[src/sv/crc16_packet_framer_core_defines.svh]
// assertion helpers used by the framer controller
`ifndef CRC16_PACKET_FRAMER_CORE_DEFINES_SVH
`define CRC16_PACKET_FRAMER_CORE_DEFINES_SVH

`ifndef SYNTHESIS
// property holds at every clock edge outside reset
`define CRCPF_ASSERT(lbl, clk, rst_n, prop, msg) \
    lbl: assert property (@(posedge clk) disable iff (!rst_n) prop) else $error(msg);
// expression never true outside reset
`define CRCPF_NEVER(lbl, clk, rst_n, expr, msg) \
    lbl: assert property (@(posedge clk) disable iff (!rst_n) !(expr)) else $error(msg);
`else
`define CRCPF_ASSERT(lbl, clk, rst_n, prop, msg)
`define CRCPF_NEVER(lbl, clk, rst_n, expr, msg)
`endif

`endif

[src/sv/crcpf_pkg.sv]
package crcpf_pkg;

    localparam int unsigned PayloadBytesDef = 6;
    localparam logic [15:0] CrcPoly         = 16'hA001;
    localparam logic [15:0] CrcInit         = 16'hFFFF;
    localparam logic [7:0]  HeaderReset     = 8'hAA;

    // source of the next output word
    typedef enum logic [1:0] {
        SEL_HDR  = 2'd0,
        SEL_PAY  = 2'd1,
        SEL_CRCL = 2'd2,
        SEL_CRCH = 2'd3
    } t_out_sel;

    typedef struct packed {
        logic     wr_en;   // store input word and fold it into the crc
        logic     rd_en;   // read payload store into read register
        logic     load;    // load output register
        t_out_sel sel;
        logic     crc_clr; // restart crc for the next frame
    } t_dp_cmd;

    typedef struct packed {
        logic slot_free;   // output register free or being drained
    } t_dp_stat;

    // crc-16/modbus over one byte, lsb first
    function automatic logic [15:0] crc_fold(input logic [15:0] crc, input logic [7:0] b);
        logic [15:0] c;
        c = crc ^ {8'h00, b};
        for (int k = 0; k < 8; k++) begin
            if (c[0]) begin
                c = (c >> 1) ^ CrcPoly;
            end else begin
                c = c >> 1;
            end
        end
        return c;
    endfunction

endpackage

[src/sv/crcpf_ctrl.sv]
`include "crc16_packet_framer_core_defines.svh"

module crcpf_ctrl #(
    parameter int unsigned PAYLOAD_BYTES = crcpf_pkg::PayloadBytesDef,
    localparam int unsigned CntW = (PAYLOAD_BYTES > 1) ? $clog2(PAYLOAD_BYTES) : 1
) (
    input  logic               i_clk,
    input  logic               i_rst_n,
    input  logic               i_in_valid,
    output logic               o_in_ready,
    input  crcpf_pkg::t_dp_stat i_stat,
    output crcpf_pkg::t_dp_cmd  o_cmd,
    output logic [CntW-1:0]    o_addr
);

    typedef enum logic [5:0] {
        ST_COLLECT = 6'b000001,
        ST_HDR     = 6'b000010,
        ST_FETCH   = 6'b000100,
        ST_PAY     = 6'b001000,
        ST_CRCL    = 6'b010000,
        ST_CRCH    = 6'b100000
    } t_state;

    localparam logic [CntW-1:0] CntLast = CntW'(PAYLOAD_BYTES - 1);

    t_state          r_state, n_state;
    logic [CntW-1:0] r_cnt, n_cnt;

    assign o_in_ready = (r_state == ST_COLLECT);
    assign o_addr     = r_cnt;

    always_comb begin
        n_state       = r_state;
        n_cnt         = r_cnt;
        o_cmd         = '0;
        o_cmd.sel     = crcpf_pkg::SEL_HDR;
        case (r_state)
            ST_COLLECT: begin
                if (i_in_valid) begin
                    o_cmd.wr_en = 1'b1;
                    if (r_cnt == CntLast) begin
                        n_cnt   = '0;
                        n_state = ST_HDR;
                    end else begin
                        n_cnt = r_cnt + 1'b1;
                    end
                end
            end
            ST_HDR: begin
                if (i_stat.slot_free) begin
                    o_cmd.load = 1'b1;
                    o_cmd.sel  = crcpf_pkg::SEL_HDR;
                    n_state    = ST_FETCH;
                end
            end
            ST_FETCH: begin
                o_cmd.rd_en = 1'b1;
                n_state     = ST_PAY;
            end
            ST_PAY: begin
                if (i_stat.slot_free) begin
                    o_cmd.load = 1'b1;
                    o_cmd.sel  = crcpf_pkg::SEL_PAY;
                    if (r_cnt == CntLast) begin
                        n_cnt   = '0;
                        n_state = ST_CRCL;
                    end else begin
                        n_cnt   = r_cnt + 1'b1;
                        n_state = ST_FETCH;
                    end
                end
            end
            ST_CRCL: begin
                if (i_stat.slot_free) begin
                    o_cmd.load = 1'b1;
                    o_cmd.sel  = crcpf_pkg::SEL_CRCL;
                    n_state    = ST_CRCH;
                end
            end
            ST_CRCH: begin
                if (i_stat.slot_free) begin
                    o_cmd.load    = 1'b1;
                    o_cmd.sel     = crcpf_pkg::SEL_CRCH;
                    o_cmd.crc_clr = 1'b1;
                    n_state       = ST_COLLECT;
                end
            end
            default: begin
                n_state = ST_COLLECT;
                n_cnt   = '0;
            end
        endcase
    end

    always_ff @(posedge i_clk) begin
        if (!i_rst_n) begin
            r_state <= ST_COLLECT;
            r_cnt   <= '0;
        end else begin
            r_state <= n_state;
            r_cnt   <= n_cnt;
        end
    end

    `CRCPF_NEVER(a_cnt_range, i_clk, i_rst_n, r_cnt > CntLast, "byte counter out of range")
    `CRCPF_ASSERT(a_last_in_starts_frame, i_clk, i_rst_n, (r_state == ST_COLLECT && i_in_valid && r_cnt == CntLast) |=> (r_state == ST_HDR && r_cnt == '0), "frame did not start after last payload word")
    `CRCPF_ASSERT(a_crch_ends_frame, i_clk, i_rst_n, (r_state == ST_CRCH && i_stat.slot_free) |=> (r_state == ST_COLLECT && r_cnt == '0), "frame did not close after crc high word")

endmodule

[src/sv/crcpf_dp.sv]
module crcpf_dp #(
    parameter int unsigned PAYLOAD_BYTES = crcpf_pkg::PayloadBytesDef,
    localparam int unsigned CntW = (PAYLOAD_BYTES > 1) ? $clog2(PAYLOAD_BYTES) : 1
) (
    input  logic                i_clk,
    input  logic                i_rst_n,
    input  crcpf_pkg::t_dp_cmd  i_cmd,
    input  logic [CntW-1:0]     i_addr,
    input  logic [7:0]          i_data,
    input  logic [7:0]          i_header,
    output crcpf_pkg::t_dp_stat o_stat,
    output logic                o_out_valid,
    input  logic                i_out_ready,
    output logic [7:0]          o_out_byte,
    output logic                o_out_last
);

    logic [7:0]  r_mem [PAYLOAD_BYTES];
    logic [7:0]  r_rd_data;
    logic [15:0] r_crc;
    logic        r_out_valid;
    logic [7:0]  r_out_byte;
    logic        r_out_last;

    assign o_stat.slot_free = !r_out_valid || i_out_ready;
    assign o_out_valid      = r_out_valid;
    assign o_out_byte       = r_out_byte;
    assign o_out_last       = r_out_last;

    // payload store, registered read
    always_ff @(posedge i_clk) begin
        if (i_cmd.wr_en) begin
            r_mem[i_addr] <= i_data;
        end
        if (i_cmd.rd_en) begin
            r_rd_data <= r_mem[i_addr];
        end
    end

    always_ff @(posedge i_clk) begin
        if (!i_rst_n) begin
            r_crc <= crcpf_pkg::CrcInit;
        end else if (i_cmd.crc_clr) begin
            r_crc <= crcpf_pkg::CrcInit;
        end else if (i_cmd.wr_en) begin
            r_crc <= crcpf_pkg::crc_fold(r_crc, i_data);
        end
    end

    always_ff @(posedge i_clk) begin
        if (!i_rst_n) begin
            r_out_valid <= 1'b0;
        end else if (i_cmd.load) begin
            r_out_valid <= 1'b1;
        end else if (i_out_ready) begin
            r_out_valid <= 1'b0;
        end
    end

    always_ff @(posedge i_clk) begin
        if (i_cmd.load) begin
            r_out_last <= (i_cmd.sel == crcpf_pkg::SEL_CRCH);
            case (i_cmd.sel)
                crcpf_pkg::SEL_HDR:  r_out_byte <= i_header;
                crcpf_pkg::SEL_PAY:  r_out_byte <= r_rd_data;
                crcpf_pkg::SEL_CRCL: r_out_byte <= r_crc[7:0];
                crcpf_pkg::SEL_CRCH: r_out_byte <= r_crc[15:8];
                default:             r_out_byte <= i_header;
            endcase
        end
    end

endmodule

[src/sv/crc16_packet_framer_core.sv]
// throughput: one input word per cycle while collecting; a frame of PAYLOAD_BYTES+3
// words (header, payload words, crc low, crc high) is sent once the last payload
// word is accepted, each payload word read through the registered read port of
// the payload store; no input is taken while the frame is sent
// reset: synchronous active low; clears controller, byte count, crc to 0xffff,
// header register to 0xaa and output valid; payload store is not cleared
module crc16_packet_framer_core #(
    parameter int unsigned PAYLOAD_BYTES = crcpf_pkg::PayloadBytesDef,
    localparam int unsigned CntW = (PAYLOAD_BYTES > 1) ? $clog2(PAYLOAD_BYTES) : 1
) (
    input  logic        i_clk,
    input  logic        i_rst_n,
    // input word stream
    input  logic        s_axis_tvalid,
    output logic        s_axis_tready,
    input  logic [7:0]  s_axis_tdata,  // [7:0] data_byte
    // framed output stream
    output logic        m_axis_tvalid,
    input  logic        m_axis_tready,
    output logic [7:0]  m_axis_tdata,  // [7:0] out_byte
    output logic        m_axis_tlast,  // frame_end, on the crc high word
    // register port
    input  logic        psel,
    input  logic        penable,
    input  logic        pwrite,
    input  logic [2:0]  paddr,
    input  logic [31:0] pwdata,
    output logic [31:0] prdata,
    output logic        pready
);

    crcpf_pkg::t_dp_cmd  cmd;
    crcpf_pkg::t_dp_stat stat;
    logic [CntW-1:0]     addr;
    logic [7:0]          r_header;
    logic                hdr_sel;

    // register map: header_byte at byte address 0, other words read as zero
    assign hdr_sel = (paddr[2] == 1'b0);
    assign pready  = 1'b1;
    assign prdata  = hdr_sel ? {24'h000000, r_header} : 32'h00000000;

    // header takes effect on the next frame sent; the user writes it only while idle, not enforced by the block
    always_ff @(posedge i_clk) begin
        if (!i_rst_n) begin
            r_header <= crcpf_pkg::HeaderReset;
        end else if (psel && penable && pwrite && pready && hdr_sel) begin
            r_header <= pwdata[7:0];
        end
    end

    // sequencer: collect, then header, payload words, crc low, crc high
    crcpf_ctrl #(
        .PAYLOAD_BYTES(PAYLOAD_BYTES)
    ) u_ctrl (
        .i_clk      (i_clk),
        .i_rst_n    (i_rst_n),
        .i_in_valid (s_axis_tvalid),
        .o_in_ready (s_axis_tready),
        .i_stat     (stat),
        .o_cmd      (cmd),
        .o_addr     (addr)
    );

    // payload store, running crc and output register
    crcpf_dp #(
        .PAYLOAD_BYTES(PAYLOAD_BYTES)
    ) u_dp (
        .i_clk       (i_clk),
        .i_rst_n     (i_rst_n),
        .i_cmd       (cmd),
        .i_addr      (addr),
        .i_data      (s_axis_tdata),
        .i_header    (r_header),
        .o_stat      (stat),
        .o_out_valid (m_axis_tvalid),
        .i_out_ready (m_axis_tready),
        .o_out_byte  (m_axis_tdata),
        .o_out_last  (m_axis_tlast)
    );

endmodule
[config.mk]
export PLATFORM = sky130hd
export DESIGN_NAME = crc16_packet_framer_core
export DESIGN_NICKNAME = d
export VERILOG_FILES = /design/src/sv/crcpf_pkg.sv /design/src/sv/crcpf_ctrl.sv /design/src/sv/crcpf_dp.sv /design/src/sv/crc16_packet_framer_core.sv
export VERILOG_INCLUDE_DIRS = /design/src /design/src/sv
export SDC_FILE = /design/constraint.sdc
export NUM_CORES = 1
export LEC_CHECK = 0
export BUFFER_PORTS_ARGS = -buffer_cell sky130_fd_sc_hd__buf_2
export CAP_MARGIN = 20
export CORE_ASPECT_RATIO = 1.2
export CORE_MARGIN = 2
export CORE_UTILIZATION = 45
export DETAILED_ROUTE_END_ITERATION = 6
export GPL_ROUTABILITY_DRIVEN = 0
export PLACE_DENSITY = 0.67
export SYNTH_ARGS = -nofsm -noshare
export SYNTH_HDL_FRONTEND = slang
export SYNTH_SLANG_ARGS = --single-unit
[constraint.sdc]
create_clock -name i_clk -period 3.4 [get_ports i_clk]
set_input_delay 0 -clock i_clk [delete_from_list [all_inputs] [get_ports i_clk]]
set_output_delay 0 -clock i_clk [all_outputs]
set_load 0.05 [all_outputs]
== Yosys cells after proc, flatten, opt, wreduce, memory -nomap -nowiden ==
Memories as Yosys holds them, arrays and structs flattened. A register that Yosys moved wholly into a read port is not among the register bits.
Index checks and enable logic that the tools add are counted.
Word-level totals
  memory bits (read-only): 0
  memories kept: 1
  latch bits: 0
  flip-flop bits (word level): 43
  output and inout bits: 44
  word-level logic and storage cells: 104
  RAM bits: 48
Memories
  u_dp.r_mem: words 6, width 8, read ports 1, clocked after memory_dff 1, wr ports 1, RTL line crcpf_dp.sv:18  | logic [7:0] r_mem [PAYLOAD_BYTES];
Cells by class
  shift operators: 0
  muxes and demuxes: 56
  $add $sub $neg: 1
  bitwise gates (word level): 12
  $lt $le $gt $ge: 0
  divide/modulo/power cells: 0
  $mul: 0
  equal/unequal tests: 16
  reductions and logical operators: 11
Operators by type and width (number)
  2-to-1 mux 16 bit: 29
  2-to-1 mux 6 bit: 6
  one-hot mux 6 bit (6 select lines): 1
  one-hot mux 8 bit (4 select lines): 1
  NOT 2 -> 3 bit: 8
  2-to-1 mux 3 bit: 6
  bitwise XOR 16 x 8 -> 16 bit: 1
  one-hot mux 3 bit (4 select lines): 1
  inequality test 2 bit (second input constant): 5
  one-hot mux 3 bit (3 select lines): 1
  2-to-1 mux 1 bit: 8
  2-to-1 mux 8 bit: 1
  == test 6 x 1 -> 1 bit (second input constant): 1
  == test 6 x 2 -> 1 bit (second input constant): 1
  == test 6 x 3 -> 1 bit (second input constant): 1
  == test 6 x 4 -> 1 bit (second input constant): 1
  == test 6 x 5 -> 1 bit (second input constant): 1
  == test 6 bit (second input constant): 1
  AND reduction 6 bit: 1
  2-to-1 mux 5 bit: 1
  == test 2 bit (second input constant): 2
  2-to-1 mux 4 bit: 1
  OR reduction 4 bit: 1
  adder 3 x 1 -> 3 bit (second input constant): 1
  other kinds (11): 15

== Longest topological paths before layout ==
Gate-level depths: netlist of the first run.
  word-level depth: 38
  depth in mapped cells: 9

== By module ==
From an unflattened synthesis of the first run, not the netlist that was laid out.
Unflattened totals
  cell total of the unflattened synthesis: 384
  area, all modules: 4714.5 um^2
Modules (own cells, without submodules)
  crcpf_dp: cells each 226, instances 1, area an instance 3410.8 um^2
  crcpf_ctrl: cells each 88, instances 1, area an instance 693.2 um^2
  crc16_packet_framer_core: cells each 70, instances 1, area an instance 610.6 um^2

== Least setup slack after synthesis of the first run ==
Ideal clock, no wire load.
  path kind: reg2reg
  start point: register u_ctrl.r_state[5]
  end point: memory u_dp.r_mem[0][0], enable pin
  required time: 3.005 ns
  arrival: 2.721 ns
  path slack: 0.284 ns
  setup time: 0.395 ns
  stages on the path, launching flop included: 9
  cell sequence: dfxtp_1 buf_2 nor3_1 and3_1 clkbuf_1 nand2_1 buf_2 buf_2 nor4_1
Between the ends
  word-level cells in the longest chain between the ends: 4
Ends and longest elaborated chain
  start, declared: RTL line crcpf_ctrl.sv:27  | t_state r_state, n_state;
  start signal, assigned: RTL line crcpf_ctrl.sv:101  | r_state <= n_state;
  == test 6 x 1 -> 1 bit
  net s_axis_tready: RTL line crc16_packet_framer_core.sv:15  | output logic s_axis_tready,
  2-to-1 mux 1 bit: RTL line crcpf_ctrl.sv:38  | case (r_state)
  2-to-1 mux 1 bit: RTL line crcpf_dp.sv:32  | if (i_cmd.wr_en) begin
  2-to-1 mux 1 bit (implied by the code): RTL line crcpf_dp.sv:33  | r_mem[i_addr] <= i_data;
  end, declared: RTL line crcpf_dp.sv:18
The timed path passes the listed nets, and every way through them passes these cells.

==> results.ini, run 1 <==
[status]
status=completed

[logic_synthesis]
synth_flop_cell=edfxtp_1
yosysWarningCount=0
netlist_area_sq_mm=0.00464
ys_ff_latch=99
seq_area_frac_synth=0.567
synth_edf_count=65
syn-instance-count=397
synth_top_area_cell=edfxtp_1
synthTopCellsByArea=edfxtp_1 (42%), dfxtp_1 (15%), buf_4 (4.0%), mux4_2 (3.9%), nand2_1 (3.3%)
synth-async-reset-ratio=0
synth_top_area_frac=0.421
syn-mean-instance-area_sq_um=11.7
synth.distinct_cells=47

[route]
route.detailed.drc=0
wl_mm=8.63
drt-vias-per-instance=5.17
vias=3007
dr.pass1.iters=4
ant_nets=0
avgRoutedWirePerCell_um=14.8
initialDrtViolationCount=123

[place]
portBuffers=42
dp_hpwl_mm=6.09
place_ws_ns=1.07

[grt]
grt-ovfl-total=0
grt_pass1_wl_mm=14.3
use_met1=0.197
grt_pass1_vias=2832
grt_use_met2=0.278
grt_usage=0.162
use_met3=0.0474
grt_max_degree=26
grt_antenna_before_repair=0
top_usage_layer=met2

[floorplan]
design.portCount=94
rows=40
start_util=0.464
dieArea_sq_mm=0.0111
fp.coreArea_sq_mm=0.0100
die_x_um=96.7
die_h_um=115

[timing]
rsz0062_at_grt=no
clock_skew_ns=0.0118
worst_slew_pin_slew_ns=0.726
slew_headroom=0.516
hold_viol=0
finalSetupTns_ns=0
setup_viol=0
finalCritPeriodShare=0.691
fmax_mhz=425
setup_slack_ns=1.05
whs_ns=0.0802
post-route-min-period_ns=2.35
final_max_slew_viol_count=0

[clocking]
clock_path_buffers=2
postCtsSetupBuffers=0
cts_made_buffers=9
cts_tree=done
cts_root_buf=clkbuf_16
htree_num_levels=3
ctsHoldBuffers=21
clk_pin_slew_worst_paths_ns=0.07
cts_resized=0
clock_sinks=99
clock_latency_ns=0.35

[final_layout]
area_growth_pct=16.7
layout_common_cells=edfxtp_1 (65), buf_2 (42), nand2_1 (41), dfxtp_1 (34), nor2_1 (28)
fin_util=0.541
nNetsFinal=501
drive_gt1_frac=0.191
antenna_cells=0
layout_commonest_cell=edfxtp_1
fillers=820

[power]
leakage_nw=2.02
finalPower_mw=4.03
power.density_mw_per_mm2=744
max-vdd-ir-drop_v=0.000361

[critical_path]
required_ns=3.38
cp_max_fo=17
critPathCaptureType=register
cp-start-kind=register
worst-setup-path-type=register to register
critPathArrivalTime_ns=2.33

[hold_path]
hp-class=primary input to register

[job]
cap_violations=0

-- sequential cells by signal, indices dropped and copies added (netlist names) --
| register | cells |
|---|---|
| u_ctrl.r_state | 6 |
| u_dp.o_out_valid | 1 |
| u_dp.r_crc | 16 |
| u_dp.r_rd_data | 8 |
| u_ctrl.o_addr | 3 |
| r_header | 8 |
| u_dp.o_out_byte | 8 |
| u_dp.o_out_last | 1 |
| u_dp.r_mem | 48 |
-- critical path: stages, from the launching register on --
cell and delay [ns]:
dfxtp_1 0.70, xor2_1 0.20, o211ai_1 0.16, a211o_1 0.36, nor2_1 0.56
-- synth_stat cells (4+ instances only) --
cell type and n:
mux2i_1 10, a21oi_1 25, nand2_1 41, o21ai_0 15
xor2_1 6, clkbuf_1 17, xnor2_1 16, nor2b_1 10
nand3_1 10, a221oi_1 8, mux4_2 8, nor3_1 4
nor4_1 6, nor2_1 28, buf_2 10, o211ai_1 12
nand3b_1 5, edfxtp_1 65, dfxtp_1 34, buf_4 25
-- cell families (layout without fill, tap and decap cells) --
logic type | after synthesis | count (layout) | synth area share
simple gates | 128 | 128 | 0.143
mux | 18 | 18 | 0.0604
flops | 99 | 99 | 0.567
buf+inv | 55 | 91 | 0.0674
compound gates | 68 | 68 | 0.0973
xor+xnor | 27 | 27 | 0.0634
other cells | 2 | 25 | 0.00162
-- layout make-up --
cell class | instances | area, sq um | area share
tap | 126 | 158 | 0.0291
multi-input combinational | 266 | 1790 | 0.330
clock buffer | 9 | 225 | 0.0416
sequential | 99 | 2630 | 0.486
clock inverter | 7 | 108 | 0.0199
timing repair buffer | 73 | 495 | 0.0915
inverter | 2 | 7.51 | 0.00139
-- worst paths after layout --
path | startpoint | endpoint | slack (ns) | cells after the start
max | u_ctrl.r_state[4]$_SDFFE_PN0P_ | u_dp.o_out_byte[1]$_DFFE_PP_ | 1.05 | 4
min reg2reg | r_header[0]$_SDFFE_PN0P_ | r_header[0]$_SDFFE_PN0P_ | 0.47 | 2
max reg2reg | u_ctrl.r_state[4]$_SDFFE_PN0P_ | u_dp.o_out_byte[1]$_DFFE_PP_ | 1.05 | 4
min | s_axis_tvalid | u_ctrl.r_state[0]$_SDFFE_PN1P_ | 0.08 | 4
-- per-layer routing --
layer  part of all wire  vias up
met4              0.014        0
li1                   -     1501
met3              0.055        9
met2               0.50       90
met5                  0        -
met1               0.43     1407
-- stage by stage --
stage	cells	cell area, sq um
after floorplan	420	4730
after global placement	545	4870
after detailed placement	545	4870
after CTS	582	5410
after global routing	582	5410
final	582	5410
-- power breakdown --
part           switching (mW)  internal, mW  leakage, nW
registers               0.173          1.48        0.866
clock network           0.458         0.657        0.160
logic                   0.666         0.597        0.991
total                    1.30          2.73         2.02
Note: power is estimated with default switching activity, not from simulation.
==> run 2: changes to the inputs <==
clock period = 2.3 ns   (was 3.4 ns; I/O delays follow)
==> results.ini, run 2 (synthesis results as in run 1) <==
[status]
status=completed  ; unchanged

[floorplan]
design.portCount=94  ; unchanged
die_x_um=96.7  ; unchanged
dieArea_sq_mm=0.0111  ; unchanged
fp.coreArea_sq_mm=0.0100  ; unchanged
die_h_um=115  ; unchanged
start_util=0.464  ; unchanged
rows=40  ; unchanged

[critical_path]
required_ns=2.48  ; was 3.38 ns
cp-start-kind=register  ; unchanged
critPathArrivalTime_ns=2.30  ; was 2.33 ns
reg2reg_depth=5  ; was 4
critPathCaptureType=register  ; unchanged
worst-setup-path-type=register to register  ; unchanged
cp_max_fo=12  ; was 17

[timing]
fmax_mhz=472  ; was 425 MHz
post-route-min-period_ns=2.12  ; was 2.35 ns
hold_viol=0  ; unchanged
clock_skew_ns=0.00756  ; was 0.0118 ns
slew_headroom=0.622  ; was 0.516
setup_slack_ns=0.182  ; was 1.05 ns
worst_slew_pin_slew_ns=0.567  ; was 0.726 ns
finalSetupTns_ns=0  ; unchanged
setup_viol=0  ; unchanged
final_max_slew_viol_count=0  ; unchanged
rsz0062_at_grt=no  ; unchanged
finalCritPeriodShare=0.921  ; was 0.691

[clocking]
clock_sinks=99  ; unchanged
htree_num_levels=3  ; unchanged
clock_latency_ns=0.34  ; was 0.35 ns
clock_path_buffers=2  ; unchanged
cts_resized=0  ; unchanged
clk_pin_slew_worst_paths_ns=0.07  ; about the same
cts_made_buffers=9  ; unchanged
cts_root_buf=clkbuf_16  ; unchanged
cts_tree=done  ; unchanged

[grt]
grt_max_degree=26  ; unchanged
grt_pass1_wl_mm=15.2  ; was 14.3 mm
grt_antenna_before_repair=0  ; unchanged
grt-ovfl-total=0  ; unchanged
grt_pass1_vias=3011  ; was 2,832
grt_usage=0.172  ; was 0.162

[route]
vias=3039  ; was 3,007
ant_nets=0  ; unchanged
route.detailed.drc=0  ; unchanged
wl_met1_mm=3.94  ; was 3.70 mm
wl_mm=9.05  ; was 8.63 mm
top_layer_used=met4  ; unchanged
drt-vias-per-instance=5.13  ; was 5.17
initialDrtViolationCount=100  ; was 123
wl_met2_mm=4.64  ; was 4.34 mm
dr.pass1.iters=4  ; unchanged
avgRoutedWirePerCell_um=15.3  ; was 14.8 um
wl_met3_um=338  ; was 475 um

[power]
leakage_nw=2.05  ; was 2.02 nW
power.density_mw_per_mm2=1060  ; was 744 mW/mm^2
max-vdd-ir-drop_v=0.000464  ; was 0.000361 V

[final_layout]
top_register=u_dp.r_mem  ; unchanged
fillers=863  ; was 820
register_area_sq_mm=0.00263  ; unchanged
area_growth_pct=18.0  ; was 16.7%
fin_cells=592  ; was 582
multiInputGateArea_sq_mm=0.00183  ; was 0.00179 sq mm
fin_util=0.547  ; was 0.541
antenna_cells=0  ; unchanged
layout_common_cells=edfxtp_1 (65), buf_2 (42), nand2_1 (41), dfxtp_1 (34), nor2_1 (28)  ; unchanged
largest_register_ff_count=48  ; unchanged
nNetsFinal=511  ; was 501
largest_registers=u_dp.r_mem: 48 flops, u_dp.r_crc: 16 flops  ; unchanged
drive_gt1_frac=0.212  ; was 0.191
layout_commonest_cell=edfxtp_1  ; unchanged

[job]
cap_violations=0  ; unchanged

[place]
dp_cells=555  ; was 545
dp_hpwl_mm=6.36  ; was 6.09 mm
portBuffers=42  ; unchanged
place_ws_ns=0.210  ; was 1.07 ns

[hold_path]
hold_depth=4  ; unchanged
hp-class=primary input to register  ; unchanged

[run 2: cell types whose count changed in the layout (fill, tap and decap cells not counted), sizes merged]
cell,change
clkbuf,+1
buf,+10
bufinv,-2
clkinv,+1
[run 2: repair_timing]
action,in CTS,in global routing
setup buffers,0,0
hold buffers,21,0
endpoints found under the hold margin,59,0
[run 2: through the flow]
step / cell area [sq um] / hold slack, ns / power [mW]
floorplan: 4780 / 0.0989 / 4.08
global placement: 4990 / 0.220 / 4.37
detailed placement: 4990 / 0.218 / 4.43
CTS: 5470 / 0.0643 / 5.88
global route: 5470 / 0.143 / 6.15
finish: 5470 / 0.0830 / 5.82
[run 2: path summary, 6_finish.rpt]
kind	start	end	slack, ns
setup / recovery	u_ctrl.r_state[0]$_SDFFE_PN1P_	u_dp.o_out_byte[7]$_DFFE_PP_	0.18
hold / removal	s_axis_tvalid	u_ctrl.r_state[0]$_SDFFE_PN1P_	0.08
setup reg to reg	u_ctrl.r_state[0]$_SDFFE_PN1P_	u_dp.o_out_byte[7]$_DFFE_PP_	0.18
hold reg to reg	r_header[4]$_SDFFE_PN0P_	r_header[4]$_SDFFE_PN0P_	0.48
[run 2: power by group]
| group | internal, mW | switching (mW) | total [mW] |
|---|---|---|---|
| clock | 0.745 | 0.668 | 1.41 |
| sequential | 2.18 | 0.175 | 2.36 |
| combinational | 0.941 | 1.11 | 2.06 |
[run 2: final cells by class]
type,instances,area share
flip-flops and latches,99,0.481
multi-input cells,266,0.334
repair buffers,83,0.104
clock buffers,10,0.0418
well taps,126,0.0288
clock inverters,6,0.00891
inverters,2,0.00137
[run 2: routing by layer]
| metal | up-vias | global-route usage |
|---|---|---|
| met2 | 76 | 0.305 |
| li1 | 1525 | - |
| met3 | 10 | 0.0328 |
| met1 | 1428 | 0.208 |
| met4 | 0 | 0.0676 |
| met5 | - | 0 |
[run 2: critical path: stages (launching register included)]
cell and delay, ns:
dfxtp_1 0.39, or3_1 0.42, or3_1 0.53, a21oi_2 0.38
nor2_1 0.08, a21oi_1 0.16
==> run 3: changes to the inputs <==
GPL_TIMING_DRIVEN = 0   (was default)
RECOVER_POWER = 50   (was default)
==> results.ini, run 3 (synthesis results as in run 1) <==
[status]
status=completed  ; unchanged

[critical_path]
r2r_start=u_ctrl.r_state[4]$_SDFFE_PN0P_  ; was u_ctrl.r_state[0]$_SDFFE_PN1P_
max_stage_delay_ns=0.30  ; was 0.53 ns
cp-startpoint=u_ctrl.r_state[4]$_SDFFE_PN0P_  ; was u_ctrl.r_state[0]$_SDFFE_PN1P_
required_ns=2.37  ; was 2.48 ns
critPathMostFrequentCell=buf_4  ; was or3_1
critPathCaptureType=register  ; unchanged
r2r_end=u_dp.r_mem[0][4]$_DFFE_PP_  ; was u_dp.o_out_byte[7]$_DFFE_PP_
critPathArrivalTime_ns=2.27  ; was 2.30 ns
cp_max_fo=10  ; was 12
crit_chain=buf_2, nor2_2, and3_1, clkbuf_8, nand2_1, buf_4, buf_6, nor4_4, buf_4  ; was or3_1, or3_1, a21oi_2, nor2_1, a21oi_1
cp-start-kind=register  ; unchanged
worst-setup-path-type=register to register  ; unchanged
r2r_slack_ns=0.09  ; was 0.18 ns
slowest_stage=dfxtp_1  ; was or3_1
reg2reg_depth=9  ; was 5

[route]
dr.pass1.iters=4  ; unchanged
ant_nets=0  ; unchanged
route.detailed.drc=0  ; unchanged
wl_mm=9.65  ; was 9.05 mm
initialDrtViolationCount=129  ; was 100
drt-vias-per-instance=5.18  ; was 5.13
vias=3245  ; was 3,039
avgRoutedWirePerCell_um=15.4  ; was 15.3 um

[job]
cap_violations=0  ; unchanged

[place]
placed_cell_area_sq_mm=0.00515  ; was 0.00499 sq mm
place_ws_ns=-0.322  ; was 0.210 ns
portBuffers=41  ; was 42
dp_hpwl_mm=6.86  ; was 6.36 mm

[final_layout]
largest_register_ff_count=48  ; unchanged
nNetsFinal=545  ; was 511
area_growth_pct=22.3  ; was 18.0%
antenna_cells=0  ; unchanged
largest_registers=u_dp.r_mem: 48 flops, u_dp.r_crc: 16 flops  ; unchanged
layout_common_cells=edfxtp_1 (65), clkbuf_1 (45), nand2_1 (41), dfxtp_1 (34), buf_4 (30)  ; was edfxtp_1 (65), buf_2 (42), nand2_1 (41), dfxtp_1 (34), nor2_1 (28)
fin_area_sq_mm=0.00567  ; was 0.00547 sq mm
layout_commonest_cell=edfxtp_1  ; unchanged
fin_util=0.567  ; was 0.547
top_register=u_dp.r_mem  ; unchanged
drive_gt1_frac=0.194  ; was 0.212

[power]
leakage_nw=2.11  ; was 2.05 nW
power.density_mw_per_mm2=1070  ; was 1060 mW/mm^2
max-vdd-ir-drop_v=0.000597  ; was 0.000464 V
finalPower_mw=6.08  ; was 5.82 mW

[timing]
setup_slack_ns=0.0909  ; was 0.182 ns
worst_slew_pin_slew_ns=0.740  ; was 0.567 ns
final_max_slew_viol_count=0  ; unchanged
slew_headroom=0.505  ; was 0.622
clock_skew_ns=0.00411  ; was 0.00756 ns
fmax_mhz=453  ; was 472 MHz
finalCritPeriodShare=0.960  ; was 0.921
setup_viol=0  ; unchanged
post-route-min-period_ns=2.21  ; was 2.12 ns
hold_viol=0  ; unchanged

[clocking]
cts_tree=done  ; unchanged
clock_path_buffers=2  ; unchanged
clock_latency_ns=0.35  ; was 0.34 ns
cts_root_buf=clkbuf_16  ; unchanged
clock_sinks=99  ; unchanged
htree_num_levels=3  ; unchanged
cts_made_buffers=9  ; unchanged
clk_pin_slew_worst_paths_ns=0.07  ; about the same

[grt]
grt_antenna_before_repair=0  ; unchanged
grt_use_met2=0.306  ; was 0.305
use_met3=0.0474  ; was 0.0328
grt_pass1_wl_mm=16.1  ; was 15.2 mm
top_usage_layer=met2  ; unchanged
grt-ovfl-total=0  ; unchanged
grt_max_degree=17  ; was 26
use_met1=0.233  ; was 0.208
grt_usage=0.183  ; was 0.172
grt_pass1_vias=3110  ; was 3,011

[floorplan]
design.portCount=94  ; unchanged
start_util=0.464  ; unchanged
fp.coreArea_sq_mm=0.0100  ; unchanged
dieArea_sq_mm=0.0111  ; unchanged
die_h_um=115  ; unchanged
rows=40  ; unchanged
die_x_um=96.7  ; unchanged

[hold_path]
hp-class=primary input to register  ; unchanged
min_from=i_rst_n  ; was s_axis_tvalid
hold_depth=2  ; was 4
min_to=r_header[7]$_SDFFE_PN1P_  ; was u_ctrl.r_state[0]$_SDFFE_PN1P_

-- run 3: cell count changes in the layout (fill, tap and decap cells not counted), sizes merged --
cell,previous run,this run
clkbuf,10,56
buf,62,55
clkinv,3,2
dlygate4sd3,21,16
bufinv,0,1
-- run 3: worst max-delay path, delay by kind of cell, from the launching register on --
family | cells | cell delay [ns]
AND/OR/NAND/NOR | 4 | 0.75
buffers and inverters | 5 | 0.87
flip-flops | 1 | 0.30
-- run 3: layer usage --
layer / part of all wire / up-vias
met3: 0.050 / 8
met5: 0 / -
met1: 0.43 / 1555
li1: - / 1588
met4: 0.012 / 0
met2: 0.50 / 94
-- run 3: power by group --
| part | leakage [nW] | internal [mW] | switching, mW |
|---|---|---|---|
| combinational | 1.11 | 1.04 | 1.23 |
| sequential | 0.866 | 2.18 | 0.141 |
| clock | 0.143 | 0.844 | 0.646 |
-- run 3: worst max-delay path by stage --
stage                            endpoint  cells past startpoint
6_report       u_dp.r_mem[0][4]$_DFFE_PP_                      9
5_1_grt        u_dp.r_mem[0][4]$_DFFE_PP_                      9
4_1_cts        u_dp.r_mem[1][4]$_DFFE_PP_                      9
3_5_place_dp   u_dp.r_mem[4][3]$_DFFE_PP_                      7
3_3_place_gp   u_dp.r_mem[4][4]$_DFFE_PP_                      7
2_1_floorplan  u_dp.r_mem[0][0]$_DFFE_PP_                      8
-- run 3: area by class of cell --
type / count / area [sq um]
fill: 848 / 4340
sequential: 99 / 2630
multi-input combinational: 266 / 1850
timing repair buffer: 64 / 412
buffer: 53 / 327
clock buffer: 10 / 229
tap: 126 / 158
clock inverter: 6 / 62.6
inverter: 2 / 7.51
-- run 3: metrics by stage --
step / hold slack, ns / instances / TNS (ns)
floorplan: 0.0989 / 420 / 0
global placement: 0.221 / 587 / -6.48
detailed placement: 0.220 / 587 / -8.53
CTS: 0.0344 / 625 / 0
global route: 0.0578 / 626 / -0.0128
finish: 0.0300 / 626 / 0
-- run 3: repair_timing --
item | 4_1_cts | 5_1_grt
gates cloned | 0 | 0
gates resized for setup | 3 | 11
hold endpoints to repair | 56 | 0
setup buffers | 6 | 1
setup endpoints to repair | 40 | 31
hold buffers | 16 | 0
pin swaps | 4 | 2
